[config.mk]
export PLATFORM = sky130hd
export DESIGN_NAME = at_response_frame_parser_core
export DESIGN_NICKNAME = d
export VERILOG_FILES = /design/src/design/arfp_pkg.sv /design/src/design/arfp_front.sv /design/src/design/arfp_queue.sv /design/src/design/arfp_back.sv /design/src/design/at_response_frame_parser_core.sv
export VERILOG_INCLUDE_DIRS = /design/src /design/src/design
export SDC_FILE = /design/constraint.sdc
export NUM_CORES = 1
export LEC_CHECK = 0
export BUFFER_PORTS_ARGS = -buffer_cell sky130_fd_sc_hd__buf_2
export CAP_MARGIN = 10
export CORE_MARGIN = 2
export CORE_UTILIZATION = 40
export CTS_CLUSTER_SIZE = 20
export DETAILED_ROUTE_END_ITERATION = 10
export SYNTH_ARGS = -nofsm -noshare
export SYNTH_HDL_FRONTEND = slang
export SYNTH_HIERARCHICAL = 1
export SYNTH_SLANG_ARGS = --single-unit
export TNS_END_PERCENT = 10
[constraint.sdc]
create_clock -name i_clk -period 10.55 [get_ports i_clk]
set_clock_uncertainty 0.1 [all_clocks]
set_input_delay 0.5275 -clock i_clk [delete_from_list [all_inputs] [get_ports i_clk]]
set_output_delay 0.5275 -clock i_clk [all_outputs]
set_load 0.02 [all_outputs]
[src/design/assert_macros.svh]
// Assertion macros used by the parser core top level
`ifndef ASSERT_MACROS_SVH
`define ASSERT_MACROS_SVH

// Implication checked in the same cycle
`define ASSERT_IMPL(label, ante, cons, msg) \
    label: assert property (@(posedge i_clk) disable iff (!i_rst_n) (ante) |-> (cons)) \
        else $error(msg);

// Implication checked in the following cycle
`define ASSERT_NEXT(label, ante, cons, msg) \
    label: assert property (@(posedge i_clk) disable iff (!i_rst_n) (ante) |=> (cons)) \
        else $error(msg);

`endif

[src/design/arfp_pkg.sv]
// Types and constants for the AT response frame parser
package arfp_pkg;

    localparam int MAX_FRAME_LEN = 128;

    localparam logic [7:0] MAX_LEN     = 8'(MAX_FRAME_LEN);
    localparam logic [7:0] TYPE_LOCAL  = 8'h88;
    localparam logic [7:0] TYPE_REMOTE = 8'h97;
    localparam logic [7:0] HDR_LOCAL   = 8'd5;
    localparam logic [7:0] HDR_REMOTE  = 8'd15;

    localparam int Q_DEPTH = 4;
    localparam int Q_AW    = $clog2(Q_DEPTH);

    localparam logic KIND_DATA = 1'b0;
    localparam logic KIND_SUM  = 1'b1;

    typedef enum logic [1:0] {
        ERR_NONE  = 2'd0,
        ERR_TYPE  = 2'd1,
        ERR_SHORT = 2'd2,
        ERR_LONG  = 2'd3
    } t_err;

    typedef struct packed {
        logic [7:0]  frame_id;
        logic [15:0] at_command;
        logic [7:0]  cmd_status;
        logic [63:0] addr64;
        logic [15:0] addr16;
    } t_held;

    typedef struct packed {
        logic       has_data;
        logic       has_sum;
        logic [7:0] data_byte;
        t_held      held;
        logic       has_address;
        t_err       err;
        logic [7:0] count;
    } t_entry;

    typedef struct packed {
        logic [Q_AW:0] count;
        logic          full;
        logic          empty;
    } t_q_status;

    typedef struct packed {
        logic       kind;
        logic [7:0] data_byte;
        t_held      held;
        logic       has_address;
        t_err       err;
        logic [7:0] count;
        logic       last;
    } t_result;

endpackage

[src/design/arfp_front.sv]
// Front end: byte position tracking, header capture and classification
module arfp_front (
    input  logic              i_clk,
    input  logic              i_rst_n,
    input  logic              i_accept,
    input  logic [7:0]        i_in_byte,
    input  logic              i_end_of_frame,
    output logic              o_push,
    output arfp_pkg::t_entry  o_entry
);

    logic [7:0]      r_pos, n_pos;
    logic            r_remote, n_remote;
    logic            r_bad, n_bad;
    arfp_pkg::t_held r_held, n_held;

    logic            w_first;
    logic            w_capture;
    logic            w_data;
    logic [7:0]      w_hdr;
    logic [8:0]      w_len;
    arfp_pkg::t_held w_base;

    always_comb begin
        w_first  = (r_pos == 8'd0);
        n_remote = w_first ? (i_in_byte == arfp_pkg::TYPE_REMOTE) : r_remote;
        n_bad    = w_first ? ((i_in_byte != arfp_pkg::TYPE_LOCAL) &&
                              (i_in_byte != arfp_pkg::TYPE_REMOTE)) : r_bad;
        w_hdr     = n_remote ? arfp_pkg::HDR_REMOTE : arfp_pkg::HDR_LOCAL;
        w_capture = !w_first && !n_bad;
        w_base    = w_first ? '0 : r_held;
        n_held    = w_base;

        if (w_capture && r_pos == 8'd1)
            n_held.frame_id = i_in_byte;
        if (w_capture && n_remote && r_pos >= 8'd2 && r_pos <= 8'd9)
            n_held.addr64 = {w_base.addr64[55:0], i_in_byte};
        if (w_capture && n_remote && (r_pos == 8'd10 || r_pos == 8'd11))
            n_held.addr16 = {w_base.addr16[7:0], i_in_byte};
        if (w_capture && (r_pos == w_hdr - 8'd3 || r_pos == w_hdr - 8'd2))
            n_held.at_command = {w_base.at_command[7:0], i_in_byte};
        if (w_capture && r_pos == w_hdr - 8'd1)
            n_held.cmd_status = i_in_byte;

        w_data = w_capture && (r_pos >= w_hdr) && (r_pos < arfp_pkg::MAX_LEN);
        w_len  = {1'b0, r_pos} + 9'd1;

        o_entry.has_data    = w_data;
        o_entry.has_sum     = i_end_of_frame;
        o_entry.data_byte   = i_in_byte;
        o_entry.held        = n_held;
        o_entry.has_address = n_remote && !n_bad;
        priority if (n_bad) begin
            o_entry.err   = arfp_pkg::ERR_TYPE;
            o_entry.count = 8'd0;
        end else if (w_len < {1'b0, w_hdr}) begin
            o_entry.err   = arfp_pkg::ERR_SHORT;
            o_entry.count = 8'd0;
        end else if (w_len > {1'b0, arfp_pkg::MAX_LEN}) begin
            o_entry.err   = arfp_pkg::ERR_LONG;
            o_entry.count = arfp_pkg::MAX_LEN - w_hdr;
        end else begin
            o_entry.err   = arfp_pkg::ERR_NONE;
            o_entry.count = w_len[7:0] - w_hdr;
        end

        o_push = i_accept && (w_data || i_end_of_frame);

        if (i_end_of_frame)
            n_pos = 8'd0;
        else if (r_pos != 8'hFF)
            n_pos = r_pos + 8'd1;
        else
            n_pos = r_pos;
    end

    always_ff @(posedge i_clk) begin
        if (!i_rst_n) begin
            r_pos    <= 8'd0;
            r_remote <= 1'b0;
            r_bad    <= 1'b0;
        end else if (i_accept) begin
            r_pos    <= n_pos;
            r_remote <= n_remote;
            r_bad    <= n_bad;
        end
    end

    always_ff @(posedge i_clk) begin
        if (i_accept)
            r_held <= n_held;
    end

endmodule

[src/design/arfp_queue.sv]
// Short register queue between the front and back ends
module arfp_queue (
    input  logic                 i_clk,
    input  logic                 i_rst_n,
    input  logic                 i_push,
    input  arfp_pkg::t_entry     i_entry,
    input  logic                 i_pop,
    output arfp_pkg::t_entry     o_head,
    output arfp_pkg::t_q_status  o_status
);

    arfp_pkg::t_entry                r_mem [arfp_pkg::Q_DEPTH];
    logic [arfp_pkg::Q_AW-1:0]       r_wr, r_rd;
    logic [arfp_pkg::Q_AW:0]         r_count;

    always_comb begin
        o_head          = r_mem[r_rd];
        o_status.count  = r_count;
        o_status.full   = (r_count == (arfp_pkg::Q_AW+1)'(arfp_pkg::Q_DEPTH));
        o_status.empty  = (r_count == '0);
    end

    always_ff @(posedge i_clk) begin
        if (!i_rst_n) begin
            r_wr    <= '0;
            r_rd    <= '0;
            r_count <= '0;
        end else begin
            if (i_push)
                r_wr <= r_wr + 1'b1;
            if (i_pop)
                r_rd <= r_rd + 1'b1;
            unique case ({i_push, i_pop})
                2'b10:   r_count <= r_count + 1'b1;
                2'b01:   r_count <= r_count - 1'b1;
                default: r_count <= r_count;
            endcase
        end
    end

    always_ff @(posedge i_clk) begin
        if (i_push)
            r_mem[r_wr] <= i_entry;
    end

endmodule

[src/design/arfp_back.sv]
// Back end: splits queue entries into data and summary results
module arfp_back (
    input  logic              i_clk,
    input  logic              i_rst_n,
    input  arfp_pkg::t_entry  i_head,
    input  logic              i_empty,
    output logic              o_pop,
    output logic              o_valid,
    input  logic              i_stall,
    output arfp_pkg::t_result o_result
);

    logic                r_out_valid, n_out_valid;
    logic                r_sum_pend, n_sum_pend;
    arfp_pkg::t_result   r_out, n_out;
    arfp_pkg::t_result   w_data_res, w_sum_res;
    logic                w_load;

    always_comb begin
        w_data_res           = '0;
        w_data_res.kind      = arfp_pkg::KIND_DATA;
        w_data_res.data_byte = i_head.data_byte;
        w_data_res.err       = arfp_pkg::ERR_NONE;

        w_sum_res             = '0;
        w_sum_res.kind        = arfp_pkg::KIND_SUM;
        w_sum_res.held        = i_head.held;
        w_sum_res.has_address = i_head.has_address;
        w_sum_res.err         = i_head.err;
        w_sum_res.count       = i_head.count;
        w_sum_res.last        = 1'b1;

        n_out_valid = r_out_valid;
        n_sum_pend  = r_sum_pend;
        n_out       = r_out;
        o_pop       = 1'b0;
        w_load      = !r_out_valid || !i_stall;

        if (w_load) begin
            n_out_valid = !i_empty;
            if (!i_empty) begin
                if (i_head.has_data && !r_sum_pend) begin
                    n_out = w_data_res;
                    if (i_head.has_sum)
                        n_sum_pend = 1'b1;
                    else
                        o_pop = 1'b1;
                end else begin
                    n_out      = w_sum_res;
                    n_sum_pend = 1'b0;
                    o_pop      = 1'b1;
                end
            end
        end
    end

    always_ff @(posedge i_clk) begin
        if (!i_rst_n) begin
            r_out_valid <= 1'b0;
            r_sum_pend  <= 1'b0;
        end else begin
            r_out_valid <= n_out_valid;
            r_sum_pend  <= n_sum_pend;
        end
    end

    always_ff @(posedge i_clk) begin
        r_out <= n_out;
    end

    assign o_valid  = r_out_valid;
    assign o_result = r_out;

endmodule

[src/design/at_response_frame_parser_core.sv]
// Top level of the AT response frame parser
// Path: an accepted byte is written into the queue, and a result is loaded into the
// output register when that register is empty or not stalled, which sets o_valid.
// Throughput: one byte per cycle while the queue is not full (o_stall); a final byte
// that is also data yields a data result and then a summary, held in the four-entry queue.
// Reset: synchronous, active low; clears byte position, queue and output valid.
`include "assert_macros.svh"
module at_response_frame_parser_core (
    input  logic        i_clk,
    input  logic        i_rst_n,
    input  logic        i_valid,
    output logic        o_stall,
    input  logic [7:0]  i_in_byte,
    input  logic        i_end_of_frame,
    output logic        o_valid,
    input  logic        i_stall,
    output logic        o_result_kind,
    output logic [7:0]  o_data_byte,
    output logic [7:0]  o_frame_id,
    output logic [15:0] o_at_command,
    output logic [7:0]  o_cmd_status,
    output logic [63:0] o_source_addr64,
    output logic [15:0] o_source_addr16,
    output logic        o_has_address,
    output logic [1:0]  o_error_code,
    output logic [7:0]  o_data_count,
    output logic        o_last
);

    logic                w_accept;
    logic                w_push;
    logic                w_pop;
    arfp_pkg::t_entry    w_entry;
    arfp_pkg::t_entry    w_head;
    arfp_pkg::t_q_status w_qs;
    arfp_pkg::t_result   w_res;

    assign o_stall  = w_qs.full;
    assign w_accept = i_valid && !o_stall;

    arfp_front u_front (
        .i_clk          (i_clk),
        .i_rst_n        (i_rst_n),
        .i_accept       (w_accept),
        .i_in_byte      (i_in_byte),
        .i_end_of_frame (i_end_of_frame),
        .o_push         (w_push),
        .o_entry        (w_entry)
    );

    arfp_queue u_queue (
        .i_clk    (i_clk),
        .i_rst_n  (i_rst_n),
        .i_push   (w_push),
        .i_entry  (w_entry),
        .i_pop    (w_pop),
        .o_head   (w_head),
        .o_status (w_qs)
    );

    arfp_back u_back (
        .i_clk    (i_clk),
        .i_rst_n  (i_rst_n),
        .i_head   (w_head),
        .i_empty  (w_qs.empty),
        .o_pop    (w_pop),
        .o_valid  (o_valid),
        .i_stall  (i_stall),
        .o_result (w_res)
    );

    assign o_result_kind   = w_res.kind;
    assign o_data_byte     = w_res.data_byte;
    assign o_frame_id      = w_res.held.frame_id;
    assign o_at_command    = w_res.held.at_command;
    assign o_cmd_status    = w_res.held.cmd_status;
    assign o_source_addr64 = w_res.held.addr64;
    assign o_source_addr16 = w_res.held.addr16;
    assign o_has_address   = w_res.has_address;
    assign o_error_code    = w_res.err;
    assign o_data_count    = w_res.count;
    assign o_last          = w_res.last;

    `ASSERT_IMPL(a_q_bound, 1'b1, w_qs.count <= (arfp_pkg::Q_AW+1)'(arfp_pkg::Q_DEPTH), "queue overflow")
    `ASSERT_IMPL(a_no_pop_empty, w_pop, !w_qs.empty, "pop from empty queue")
    `ASSERT_IMPL(a_data_clean, o_valid && !o_result_kind, !o_last && o_data_count == 8'd0 && o_error_code == arfp_pkg::ERR_NONE, "data result carries summary")
    `ASSERT_IMPL(a_bad_type, o_valid && o_result_kind && o_error_code == arfp_pkg::ERR_TYPE, !o_has_address && o_data_count == 8'd0 && o_frame_id == 8'd0, "bad type summary not empty")

endmodule

==> results.yml, run 1 <==
outcome:
  outcome: "finished, final reports clean"
layout:
  nets: 1861
  seqCellArea_um2: 23700
  layout_commonest_cell: "edfxtp_1"
  fillers: 6564
  multiInputGateArea_um2: 6670
  final_util_pct: 45.9
  layoutNonFillerInstCount: 2938
  layout-drive-gt1-share_pct: 23.4
  area_growth_pct: 14.1
  final_cell_mix: "776 x edfxtp_1, 179 x nand2_1, 147 x buf_2"
worst_setup_path:
  path_class: "reg -> reg"
  cp_cell_sequence: "inv_1 -> ha_1 -> or3b_1 -> nor2_4 -> buf_4 -> mux2i_2 -> inv_1 -> fa_1 -> a21oi_1 -> o21ai_0 -> a211oi_1 -> o21a_1 -> and2_4 -> buf_4"
  worstPathMaxFanout: 67
  cp_slowest_cell: "and2_4"
  critPathLaunchType: "register"
  crit_required_ns: 10.70
  arrival_ns: 6.97
  max_stage_delay_ns: 0.95
  crit_path_end_kind: "register"
pwr:
  p_leak_nw: 11.9
  finalPower_mw: 9.03
  p_per_area_nw_per_um2: 255
  ir_drop_uv: 264
die:
  core_um2: 77100
  io_pins: 148
  start_util_pct: 40.2
  die_x_um: 282
  die_area_um2: 79800
  fp-row-count: 102
  die_y_um: 282
cts:
  postCtsSetupBuffers: 0
  cts_max_path_buffers: 3
  clk_latency_ns: 0.66
  hold_buffers: 0
  cts_buffers: 83
  cts_tree: "built"
  cts_resized: 0
  cts-root-buf: "clkbuf_16"
  cts.clk_slew.worst_paths_ns: 0.06
  cts_num_sinks: 797
  h-tree-depth: 3
timing:
  slew_violations: 0
  finalHoldViolations: 0
  fin_crit_ns: 6.83
  slew_headroom_pct: 25.6
  finalCritPeriodShare_pct: 64.7
  tightest_slew_ns: 1.12
  max_freq_mhz: 146
  setup_viol: 0
  holdWs_ns: 0.101
  rsz0062_at_grt: "false"
  setup_tns_ns: 0
synthesis:
  synth_top_cell_by_area: "edfxtp_1"
  synth.top_cell.area_share_pct: 75.1
  syn_area_um2: 31000
  syn_area_per_cell_um2: 18.6
  yosysUniqueCellTypes: 60
  ys.flop_type: "edfxtp_1"
  ys_warn_count: 6
  ys_seq_elements: 797
  async_reset_ff_share_pct: 0
  syn_nets: 1701
  yosysSeqAreaShare_pct: 76.5
  synth-edff-count: 776
  post_synth_main_area_contributors: "edfxtp_1 75%, mux4_2 9.7%, and2_1 2.9%"
  synthCells: 1669
grt:
  grt_util_all_layers_pct: 16.5
  grt_remaining_overflow: 0
  grt_pass1_vias: 15574
  antenna_found_initial: 4
  grt_max_degree: 82
  grt_pass1_wl_um: 98100
placement:
  dp.cells: 2784
  hpwl_um: 37100
  port_buffers: 147
  gp_congestion: 0.769
drt:
  ant_nets: 0
  route.vias.total: 15151
  drc: 0
  viasPerCell: 5.16
  wl_um: 64800
  drt_iter0_drc: 1362
  dr.pass1.iters: 5
  wire_per_inst_um: 22.0
job:
  cap_violations: 0
worst_hold_path:
  hold_class: "in -> reg"
-- layout make-up --
type | instances | area share [%]
repair buffers | 172 | 2.61
clock inverters | 51 | 1.38
flip-flops and latches | 797 | 67.1
clock buffers | 101 | 6.12
multi-input cells | 753 | 18.9
diodes | 2 | 0.0142
inverters | 22 | 0.237
well taps | 1040 | 3.68
-- critical path: cells and delay by family, from the launching register on --
family / cells / cell delay [ns]
DFF: 1 / 0.44
adders and majority gates: 2 / 0.62
buffers and inverters: 4 / 1.81
muxes: 1 / 0.77
AOI/OAI and AO/OA: 4 / 1.13
and+or+nand+nor: 3 / 1.49
-- worst paths after layout --
kind / endpoint / slack, ns / startpoint / cells after the start
setup / recovery: u_queue/r_mem[2][93] / 3.72 / u_front/r_pos[0] / 14
hold / removal: u_back/o_valid / 0.10 / i_stall / 3
setup reg to reg: u_queue/r_mem[2][93] / 3.72 / u_front/r_pos[0] / 14
hold reg to reg: u_back/r_sum_pend / 0.41 / u_back/r_sum_pend / 2
-- report_power, final --
group / switching (mW) / internal (mW) / leakage [nW]
sequential: 0.184 / 4.18 / 7.56
clock: 1.21 / 1.60 / 1.29
combinational: 1.23 / 0.628 / 3.07
total: 2.63 / 6.41 / 11.9
-- cells by family after synthesis --
family	Yosys count	synth area share [%]
AOI/OAI and AO/OA	141	2.53
xor gates and xnor gates	14	0.395
adders and majority gates	19	0.839
buffers and inverters	119	2.11
DFF	797	76.5
muxes	164	10.7
and+or+nand+nor	415	6.91
-- through the flow --
step           setup slack (ns)  cell area (µm²)
2_1_floorplan              1.56            31000
3_3_place_gp               3.75            32700
3_5_place_dp               3.64            32700
4_1_cts                    3.62            35400
5_1_grt                    3.13            35400
6_report                   3.72            35400
-- per-layer routing --
metal  GRT usage, %  share of wire (%)  vias up
li1               -                  -     6778
met1           23.2                 44     7869
met2           26.1                 48      414
met3           3.30                5.8       88
met4           4.98                2.3        2
met5              0              0.015        -
-- registers in the layout (all words and copies together) (netlist names), named ones only --
signal / count
u_front/r_pos: 8
u_queue/r_count: 3
u_queue/r_rd: 2
u_front/r_bad: 1
u_back/o_result: 132
u_front/r_remote: 1
u_queue/r_wr: 2
u_queue/r_mem: 532
u_front/r_held: 112
u_back/o_valid: 1
u_back/r_sum_pend: 1
-- synthesized netlist by cell type (6+ instances only) --
master and n:
inv_1 21, nand2_1 179, nor2b_1 7, ha_1 16, dfxtp_1 21, buf_4 11, xor2_1 9, edfxtp_1 776
a21oi_1 70, buf_2 27, clkbuf_1 40, mux4_2 133, buf_6 16, o21ai_0 44, or3_1 6, and2_1 145
mux2i_1 28, nor2_1 22, nand3_1 19
Note: power is estimated with default switching activity, not from simulation.
==> run 2: changes to the inputs <==
--- a/config.mk
+++ b/config.mk
@@ -6,6 +6,7 @@
 export SDC_FILE = /design/constraint.sdc
 export NUM_CORES = 1
 export LEC_CHECK = 0
+export ABC_AREA = 1
 export BUFFER_PORTS_ARGS = -buffer_cell sky130_fd_sc_hd__buf_2
 export CAP_MARGIN = 10
 export CORE_MARGIN = 2
==> constraint.sdc (replaced) <==
create_clock -name i_clk -period 5.6 [get_ports i_clk]
set_clock_uncertainty 0.1 [all_clocks]
set_input_delay 0.28 -clock i_clk [delete_from_list [all_inputs] [get_ports i_clk]]
set_output_delay 0.28 -clock i_clk [all_outputs]
set_load 0.02 [all_outputs]
==> results.yml, run 2 <==
outcome:
  outcome: "finished, final reports clean"
cts:
  cts.clk_slew.worst_paths_ns: 0.06
  cts_max_path_buffers: 3
  cts_num_sinks: 797
  cts_buffers: 85
  cts-root-buf: "clkbuf_16"
  clk_latency_ns: 0.62
  cts_tree: "built"
  postCtsSetupBuffers: 0
  cts_resized: 0
  h-tree-depth: 3
  hold_buffers: 12
timing:
  tightest_slew_ns: 1.14
  holdWs_ns: 0.107
  rsz0062_at_grt: "false"
  max_freq_mhz: 215
  slew_headroom_pct: 24.0
  finalCritPeriodShare_pct: 83.0
  slew_violations: 0
  finalHoldViolations: 0
  fin_crit_ns: 4.65
  setup_viol: 0
placement:
  dp.cells: 3528
  port_buffers: 147
  gp_congestion: 0.867
  hpwl_um: 43400
  postPlaceCellArea_um2: 33300
grt:
  met2_usage_pct: 29.6
  antenna_found_initial: 0
  grt_remaining_overflow: 0
  busiest_layer: "met2"
  grt_max_degree: 102
  grt_util_all_layers_pct: 18.0
  use_met3_pct: 2.94
  grt_pass1_wl_um: 114000
  grt_pass1_vias: 19217
  met1_usage_pct: 24.7
layout:
  multiInputGateArea_um2: 6340
  layout-drive-gt1-share_pct: 14.5
  layoutNonFillerInstCount: 3692
  largest_reg_flops: 532
  nets: 2609
  top_register: "u_queue/r_mem"
  final_area_um2: 36100
  final_cell_mix: "776 x edfxtp_1, 429 x nor2_1, 231 x o21ai_0"
  fillers: 7100
  layout_commonest_cell: "edfxtp_1"
  area_growth_pct: 13.2
  diodes: 0
  seqCellArea_um2: 23700
drt:
  route.vias.total: 19373
  ant_nets: 0
  wl_um: 74200
  wire_per_inst_um: 20.1
  drc: 0
  viasPerCell: 5.25
  drt_iter0_drc: 1662
  dr.pass1.iters: 5
die:
  start_util_pct: 40.4
  io_pins: 148
  core_um2: 78900
  die_area_um2: 81900
  die_x_um: 286
  fp-row-count: 103
  die_y_um: 286
synthesis:
  synthCells: 2445
  ys_warn_count: 6
  synth_top_cell_by_area: "edfxtp_1"
  syn_area_um2: 31900
  yosysUniqueCellTypes: 44
  synth.top_cell.area_share_pct: 73.1
  ys_top_cells_by_count: "776 x edfxtp_1, 429 x nor2_1, 231 x o21ai_0"
  syn_area_per_cell_um2: 13.0
  synth_most_common_cell: "edfxtp_1"
  synth-edff-count: 776
  async_reset_ff_share_pct: 0
  yosysSeqAreaShare_pct: 74.5
  syn_nets: 2477
  post_synth_main_area_contributors: "edfxtp_1 73%, nor2_1 5.1%, o21ai_0 3.6%"
  ys.flop_type: "edfxtp_1"
  ys_seq_elements: 797
worst_setup_path:
  cp_cell_sequence: "inv_1 -> ha_1 -> nand2_2 -> nor2_8 -> o21ai_2 -> inv_2 -> fa_1 -> a21oi_1 -> nor3_1 -> nor2_1 -> nand2_1 -> a21oi_1 -> nand2_1 -> inv_6 -> buf_4"
  crit_path_end_kind: "register"
  cp.depth: 15
  path_class: "reg -> reg"
  worst-path-buf-inv: 4
  cp_slowest_cell: "inv_6"
  arrival_ns: 4.83
  rrSetupSlack_ns: 0.95
  crit_required_ns: 5.78
  worstPathMaxFanout: 51
  critPathLaunchType: "register"
  max_stage_delay_ns: 0.52
  r2r_cells: 15
  path_delay_family: "buffers and inverters"
pwr:
  intPower_mw: 13.3
  clkPwrFrac_pct: 25.8
  power_frac_seq_pct: 44.0
  power_switching_mw: 7.31
  power_frac_comb_pct: 30.2
  p_leak_nw: 13.2
  ir_drop_uv: 785
  power_switching_share_pct: 35.4
  p_per_area_nw_per_um2: 572
worst_hold_path:
  whs_path_depth: 6
  hold_class: "in -> reg"
job:
  cap_violations: 0
[run 2: worst paths after layout]
check                    from                    to
max reg2reg  u_front/r_pos[0]  u_queue/r_mem[1][79]
min reg2reg   u_queue/r_rd[1]              register
min                   i_valid      u_front/r_pos[7]
max          u_front/r_pos[0]  u_queue/r_mem[1][79]
[run 2: cells by family after synthesis]
logic type      share of synthesized area, %
simple gates                            9.05
fa+ha+maj                              0.817
buf+inv                                 5.66
compound gates                          9.98
flops                                   74.5
xor+xnor                              0.0275
[run 2: through the flow]
stage | setup slack (ns) | setup TNS [ns] | power (mW) | utilization (%)
final | 0.951 | 0 | 20.7 | 45.7
after global routing | 0.653 | 0 | 21.8 | 45.7
after CTS | 0.983 | 0 | 20.9 | 45.7
after detailed placement | 1.04 | 0 | 15.5 | 42.3
after global placement | 1.14 | 0 | 15.4 | 42.3
after floorplan | -0.509 | -202.95 | 13.6 | -
[run 2: area by class of cell]
type,instances,area share (%)
sequential,797,65.8
multi-input combinational,1284,17.6
clock buffer,101,6.18
tap,1050,3.64
timing repair buffer,194,3.38
inverter,215,2.35
clock inverter,51,1.10
[run 2: power by group through the flow]
stage	logic [mW]	registers, mW	clock network [mW]
floorplan	3.74	9.84	0
global placement	6.19	9.21	0
detailed placement	6.31	9.23	0
CTS	6.35	9.12	5.44
global route	6.93	9.22	5.67
finish	6.24	9.09	5.32
[run 2: worst min-delay path, stage by stage]
cell,delay [ns]
buf_2,0.08
inv_1,0.06
nor2_4,0.11
inv_1,0.12
nand2_1,0.08
a21oi_1,0.06
[run 2: routing by layer]
metal,up-vias,routed length (µm)
met1,9679,32200
li1,8994,-
met4,0,1750
met5,-,0
met3,116,4290
met2,584,35900
